**config.mk**
```make
export PLATFORM = sky130hd
export DESIGN_NAME = adv_payload_classifier_unit
export DESIGN_NICKNAME = d
export VERILOG_FILES = /design/src/apc_pkg.sv /design/src/adv_payload_classifier_unit.sv
export SDC_FILE = /design/constraint.sdc
export NUM_CORES = 1
export LEC_CHECK = 0
export ABC_AREA = 1
export BUFFER_PORTS_ARGS = -buffer_cell sky130_fd_sc_hd__buf_2
export CORE_ASPECT_RATIO = 0.8
export CORE_MARGIN = 2
export CORE_UTILIZATION = 62
export DETAILED_ROUTE_END_ITERATION = 6
export HOLD_SLACK_MARGIN = 0.06
export PLACE_DENSITY = 0.93
export SYNTH_ARGS = -nofsm -noshare
export SYNTH_HDL_FRONTEND = slang
export SYNTH_SLANG_ARGS = --single-unit
```
**constraint.sdc**
```tcl
create_clock -name aclk -period 3.5 [get_ports aclk]
set_clock_uncertainty 0.1 [all_clocks]
set_input_delay 0.525 -clock aclk [delete_from_list [all_inputs] [get_ports aclk]]
set_output_delay 0.525 -clock aclk [all_outputs]
set_load 0.01 [all_outputs]
```
**src/apc_pkg.sv**
```systemverilog
`timescale 1ns / 1ps

package apc_pkg;

    typedef struct packed {
        logic [7:0] data_byte;
        logic       last_byte;
    } apc_in_t;

    typedef struct packed {
        logic [1:0] device_class;
        logic [1:0] tool_variant;
    } apc_out_t;

    typedef enum logic [1:0] {
        PH_LENGTH,
        PH_TYPE,
        PH_DATA,
        PH_STOP
    } parse_phase_t;

    // Tool variant codes, also stored as the best match found so far.
    localparam logic [1:0] VAR_NONE = 2'd0;
    localparam logic [1:0] VAR_3082 = 2'd1;
    localparam logic [1:0] VAR_3081 = 2'd2;
    localparam logic [1:0] VAR_3083 = 2'd3;

    localparam logic [1:0] CLASS_NONE    = 2'd0;
    localparam logic [1:0] CLASS_TOOL    = 2'd1;
    localparam logic [1:0] CLASS_TRACKER = 2'd2;
    localparam logic [1:0] CLASS_PROX    = 2'd3;

    localparam logic [15:0] UUID_3082 = 16'h3082;
    localparam logic [15:0] UUID_3081 = 16'h3081;
    localparam logic [15:0] UUID_3083 = 16'h3083;

    localparam logic [7:0] AD_UUID16_INC  = 8'h02;
    localparam logic [7:0] AD_UUID16_CMP  = 8'h03;
    localparam logic [7:0] AD_UUID32_INC  = 8'h04;
    localparam logic [7:0] AD_UUID32_CMP  = 8'h05;
    localparam logic [7:0] AD_UUID128_INC = 8'h06;
    localparam logic [7:0] AD_UUID128_CMP = 8'h07;
    localparam logic [7:0] AD_MANUF       = 8'hFF;

    localparam logic [7:0] COMPANY_LO   = 8'h4C;
    localparam logic [7:0] COMPANY_HI   = 8'h00;
    localparam logic [7:0] MSG_TRACKER  = 8'h12;
    localparam logic [7:0] MSG_PROX     = 8'h07;
    localparam logic [7:0] MANUF_MIN_LEN = 8'd4;

    function automatic logic [1:0] uuid_code(input logic [15:0] uuid);
        logic [1:0] code;
        code = VAR_NONE;
        if (uuid == UUID_3082) begin
            code = VAR_3082;
        end else if (uuid == UUID_3081) begin
            code = VAR_3081;
        end else if (uuid == UUID_3083) begin
            code = VAR_3083;
        end
        return code;
    endfunction

    // 0x3082 ranks highest, then 0x3083, then 0x3081.
    function automatic logic outranks(input logic [1:0] cand, input logic [1:0] held);
        logic res;
        res = (cand != VAR_NONE) &&
              ((held == VAR_NONE) || (cand == VAR_3082) ||
               ((cand == VAR_3083) && (held == VAR_3081)));
        return res;
    endfunction

endpackage

```
**src/adv_payload_classifier_unit.sv**
```systemverilog
`timescale 1ns / 1ps

// Advertising payload classifier.
// The s_ channel carries one payload byte per beat, with last_byte set on the
// final byte of a payload. The m_ channel carries one result beat per payload
// (device class and tool variant), and nothing for the other bytes.
// Each byte updates the parse state in the cycle it is accepted, so the block
// takes one byte every cycle while s_ready is high, with no gaps between payloads. The
// result is registered and appears on m_valid in the cycle after the last byte is taken.
// After the last byte the parse state returns to its reset value, so the next
// payload may start in the very next cycle.
// If the receiver stalls, the result is held in the output register; bytes
// that are not the last of a payload are still taken, and s_ready drops only
// for a last byte that would need the occupied output register.
// Reset (aresetn low at a clock edge) empties the output register and returns
// the parser to expecting a length byte.
module adv_payload_classifier_unit
    import apc_pkg::*;
(
    input  logic     aclk,
    input  logic     aresetn,
    input  logic     s_valid,
    output logic     s_ready,
    input  apc_in_t  s_data,
    output logic     m_valid,
    input  logic     m_ready,
    output apc_out_t m_data
);

    parse_phase_t phase_reg, phase_next;
    logic [7:0] len_reg, len_next;
    logic [7:0] type_reg, type_next;
    logic [7:0] seen_reg, seen_next;
    logic [7:0] prev_reg, prev_next;
    logic [1:0] committed_reg, committed_next;
    logic [1:0] svar_reg, svar_next;
    logic [1:0] chunk_reg, chunk_next;
    logic       long_done_reg, long_done_next;
    logic       cmatch_reg, cmatch_next;
    logic       vfound_reg, vfound_next;
    logic [7:0] vmsg_reg, vmsg_next;
    logic       m_valid_reg, m_valid_next;
    apc_out_t   m_data_reg, m_data_next;

    logic       s_fire;
    logic       finish;
    logic [7:0] b;
    logic [1:0] code;

    assign s_ready = !m_valid_reg || m_ready || !s_data.last_byte;
    assign s_fire  = s_valid && s_ready;
    assign m_valid = m_valid_reg;
    assign m_data  = m_data_reg;
    assign b       = s_data.data_byte;
    assign code    = uuid_code({b, prev_reg});

    always_comb begin
        phase_next     = phase_reg;
        len_next       = len_reg;
        type_next      = type_reg;
        seen_next      = seen_reg;
        prev_next      = prev_reg;
        committed_next = committed_reg;
        svar_next      = svar_reg;
        chunk_next     = chunk_reg;
        long_done_next = long_done_reg;
        cmatch_next    = cmatch_reg;
        vfound_next    = vfound_reg;
        vmsg_next      = vmsg_reg;
        m_valid_next   = m_valid_reg && !m_ready;
        m_data_next    = m_data_reg;
        finish         = 1'b0;

        if (s_fire) begin
            unique case (phase_reg)
                PH_LENGTH: begin
                    if (b == 8'd0) begin
                        phase_next = PH_STOP;
                    end else begin
                        len_next       = b;
                        seen_next      = 8'd0;
                        svar_next      = VAR_NONE;
                        chunk_next     = VAR_NONE;
                        long_done_next = 1'b0;
                        cmatch_next    = 1'b0;
                        phase_next     = PH_TYPE;
                    end
                end
                PH_TYPE: begin
                    type_next = b;
                    if (len_reg == 8'd1) begin
                        finish = 1'b1;
                    end else begin
                        phase_next = PH_DATA;
                    end
                end
                PH_DATA: begin
                    case (type_reg) inside
                        AD_UUID16_INC, AD_UUID16_CMP: begin
                            if (seen_reg[0] && outranks(code, svar_reg)) begin
                                svar_next = code;
                            end
                        end
                        AD_UUID32_INC, AD_UUID32_CMP: begin
                            // The low half of each 32-bit entry sits in its first two bytes.
                            if (seen_reg[1:0] == 2'd1) begin
                                chunk_next = code;
                            end else if (seen_reg[1:0] == 2'd3 &&
                                         outranks(chunk_reg, svar_reg)) begin
                                svar_next = chunk_reg;
                            end
                        end
                        AD_UUID128_INC, AD_UUID128_CMP: begin
                            if (seen_reg[3:0] == 4'd0) begin
                                chunk_next = VAR_NONE;
                            end else if (chunk_reg == VAR_NONE) begin
                                chunk_next = code;
                            end
                            if (seen_reg[3:0] == 4'd15 && !long_done_reg &&
                                chunk_next != VAR_NONE) begin
                                svar_next      = chunk_next;
                                long_done_next = 1'b1;
                            end
                        end
                        AD_MANUF: begin
                            if (seen_reg == 8'd0) begin
                                cmatch_next = (b == COMPANY_LO);
                            end else if (seen_reg == 8'd1 && b != COMPANY_HI) begin
                                cmatch_next = 1'b0;
                            end else if (seen_reg == 8'd2 && !vfound_reg) begin
                                vmsg_next = b;
                            end
                        end
                        default: begin
                        end
                    endcase
                    prev_next = b;
                    seen_next = seen_reg + 8'd1;
                    if ({1'b0, seen_reg} + 9'd2 >= {1'b0, len_reg}) begin
                        finish = 1'b1;
                    end
                end
                PH_STOP: begin
                end
                default: begin
                end
            endcase

            if (finish) begin
                if (outranks(svar_next, committed_reg)) begin
                    committed_next = svar_next;
                end
                if (type_next == AD_MANUF && !vfound_reg && cmatch_next &&
                    len_reg >= MANUF_MIN_LEN) begin
                    vfound_next = 1'b1;
                end
                phase_next = PH_LENGTH;
            end

            if (s_data.last_byte) begin
                m_valid_next = 1'b1;
                m_data_next.tool_variant = VAR_NONE;
                if (committed_next != VAR_NONE) begin
                    m_data_next.device_class = CLASS_TOOL;
                    m_data_next.tool_variant = committed_next;
                end else if (vfound_next && vmsg_next == MSG_TRACKER) begin
                    m_data_next.device_class = CLASS_TRACKER;
                end else if (vfound_next && vmsg_next == MSG_PROX) begin
                    m_data_next.device_class = CLASS_PROX;
                end else begin
                    m_data_next.device_class = CLASS_NONE;
                end

                // The payload is finished: start the next one from a clean state.
                phase_next     = PH_LENGTH;
                len_next       = 8'd0;
                type_next      = 8'd0;
                seen_next      = 8'd0;
                prev_next      = 8'd0;
                committed_next = VAR_NONE;
                svar_next      = VAR_NONE;
                chunk_next     = VAR_NONE;
                long_done_next = 1'b0;
                cmatch_next    = 1'b0;
                vfound_next    = 1'b0;
                vmsg_next      = 8'd0;
            end
        end
    end

    always_ff @(posedge aclk) begin
        if (!aresetn) begin
            phase_reg     <= PH_LENGTH;
            len_reg       <= 8'd0;
            type_reg      <= 8'd0;
            seen_reg      <= 8'd0;
            prev_reg      <= 8'd0;
            committed_reg <= VAR_NONE;
            svar_reg      <= VAR_NONE;
            chunk_reg     <= VAR_NONE;
            long_done_reg <= 1'b0;
            cmatch_reg    <= 1'b0;
            vfound_reg    <= 1'b0;
            vmsg_reg      <= 8'd0;
            m_valid_reg   <= 1'b0;
        end else begin
            phase_reg     <= phase_next;
            len_reg       <= len_next;
            type_reg      <= type_next;
            seen_reg      <= seen_next;
            prev_reg      <= prev_next;
            committed_reg <= committed_next;
            svar_reg      <= svar_next;
            chunk_reg     <= chunk_next;
            long_done_reg <= long_done_next;
            cmatch_reg    <= cmatch_next;
            vfound_reg    <= vfound_next;
            vmsg_reg      <= vmsg_next;
            m_valid_reg   <= m_valid_next;
        end
    end

    always_ff @(posedge aclk) begin
        m_data_reg <= m_data_next;
    end

endmodule

```
==> metrics.txt <==
unrepaired setup endpoints after global routing false; Sw Share 0.279; largest net degree at the start of global routing 31; MaxCap Viol Count 0; initial core utilization 0.655; most frequent cells in the layout 129 x nand2_1, 76 x inv_1, 52 x dfxtp_1; CORE AREA 5560 sq um; outcome completed; worst hold stages 2; die width 89.6 microns; clk sinks 56; drt wl/cell 14.9 microns; DR iter-0 viols 364; Slew @ Worst Pin 1020 ps; pwr dens 333 nW/um^2; Syn Nets 567; Worst Reg2Reg Path Length in Cells 18; leakage power 1.59 nW; DIE AREA 6500 sq um; post-synth top area cell dfxtp_1; Detailed Route WL 9.38 mm; Ant. Diodes 0; Clock Power Share 0.323; final hold viol count 0; crit path kind reg -> reg; Seq cells post-synth 56; # nets final 581; register area share after synthesis 0.319; port buffer count 18; number of global-route vias before repair 3,387; first-pass GRT wire length 15.5 mm; element type at the critical path end register; Top Ports 19; via/cell ratio 5.90; nature of the critical path startpoint register; H-tree depth 2; Placed Cells 623; worst path arrival time 2950 ps; Hold-fix buffers, CTS 0; final period utilization 0.849; non-filler cells, final 630; combinational power share 0.151; Final Max Tran Viols 0; vias 3,717; Routed Antenna Nets 0; total power 0.00129 W; Area Overhead vs Synth 6.88%; commonest non-fill, non-tap cell in the layout nand2_1; gpl congestion 0.996; Setup TNS Final 0 ps; layout cells sized above 1 0.138; Root Buffer clkbuf_8; sw power 0.000360 W; CTS tree yes; Synth Area per Inst 6.76 sq um; CTS resizes 0; Clock Pin Slew Worst Setup and Hold Paths 100 ps; Req. time, crit path 3480 ps; Max VDD drop 0.000244 V; Synth Instances 538; drt first pass iters 5; post-CTS setup buffers 0; GRT Total Usage 0.306; total CTS buffers 5; die height 72.5 microns; ranking of synthesized cells by area dfxtp_1 29%, nand2_1 13%, inv_1 7.8%; DRC viols 0; Cell variety after synth 46; Internal Power 0.000932 W; final setup fails 0; global route total overflow 0; Hold Path Class reg -> reg; Rows 24; top-area cell type share of the netlist area 0.286; Max Freq 337 MHz; initial antenna violation count 0; Clock Latency Late Sink 310 ps; Flop pwr share 0.526; Max-slew headroom 0.317; Synth Cell Area 3640 sq um; Yosys warnings 0; maximum root-to-sink buffer count 2; min cycle time layout 2970 ps; DP Wirelength 7.09 mm; CP Max Fanout 5
-- power groups by stage --
stage / registers, W / clock network (W) / logic [W]
global route: 0.000683 / 0.000439 / 0.000216
global placement: 0.000692 / 0 / 0.000182
detailed placement: 0.000694 / 0 / 0.000188
finish: 0.000680 / 0.000418 / 0.000195
floorplan: 0.000691 / 0 / 0.000134
CTS: 0.000679 / 0.000418 / 0.000190
-- worst max-delay path: stages, from the launching register on --
cell and delay [ps]:
dfxtp_1 420, ha_1 240, nand2_1 120, nor3_1 440, xor2_1 160, ha_1 300, o21ai_0 70, nand2_1 70
nand2_1 50, nand2_1 80, nand2_1 90, inv_1 140, nand2_1 70, inv_1 70, nand2_2 60, nand2_2 80
nand2_2 70, nand2_1 80, nor2_1 40
-- Yosys cell counts, drive strengths merged --
library cell  instances
clkbuf               10
or2                   2
dfxtp                52
o31ai                 1
o21ai                41
o211ai                5
nand3                22
o2111a                1
buf                   4
xor2                  5
a21o                  2
nand3b                1
o22ai                 1
or3                   1
and2                  1
nor3b                 2
a22oi                 1
nor4                  5
edfxtp                4
nand4                11
ha                   16
nor3                 14
nor2                 51
a31oi                 1
a211oi                2
nand2               144
inv                  82
o21a                  1
a21oi                54
o211a                 1
-- metrics by stage --
stage | util | hold WS, ps | area, sq um | setup slack (ps)
2_1_floorplan | - | 331 | 3640 | 1040
3_3_place_gp | 0.681 | 344 | 3780 | 859
3_5_place_dp | 0.681 | 360 | 3780 | 607
4_1_cts | 0.700 | 375 | 3890 | 601
5_1_grt | 0.700 | 388 | 3890 | 328
6_report | 0.700 | 372 | 3890 | 529
-- cell families after synthesis --
group           count (synthesis)  share of synthesized area
compound gates                111                      0.172
simple gates                  254                      0.340
fa+ha+maj                      16                     0.0550
flops                          56                      0.319
xor+xnor                        5                     0.0120
buf+inv                        96                      0.102
-- routing by layer --
metal  vias to the layer above  wire length (microns)  track usage
li1                       1774                      -            -
met1                      1696                   4120        0.436
met2                       224                   4160        0.472
met3                        23                    959       0.0569
met4                         0                    147       0.0929
met5                         -                      0            0
-- final timing paths --
kind	start	to	slack (ps)
hold reg to reg	prev_reg[7]$_SDFFE_PN0P_	prev_reg[7]$_SDFFE_PN0P_	370
setup reg to reg	seen_reg[1]$_SDFFE_PN0P_	m_data[3]$_SDFFCE_PP0P_	530
setup / recovery	seen_reg[1]$_SDFFE_PN0P_	m_data[3]$_SDFFCE_PP0P_	530
hold / removal	prev_reg[7]$_SDFFE_PN0P_	prev_reg[7]$_SDFFE_PN0P_	370
-- cell type report --
type / count / area, sq um
fillers: 453 / 1670
flip-flops and latches: 56 / 1160
well taps: 78 / 97.6
clock inverters: 1 / 30.0
clock buffers: 6 / 72.6
repair buffers: 21 / 113
multi-input cells: 386 / 2110
inverters: 82 / 308
No activity file was read; power rests on OpenSTA's default activity.
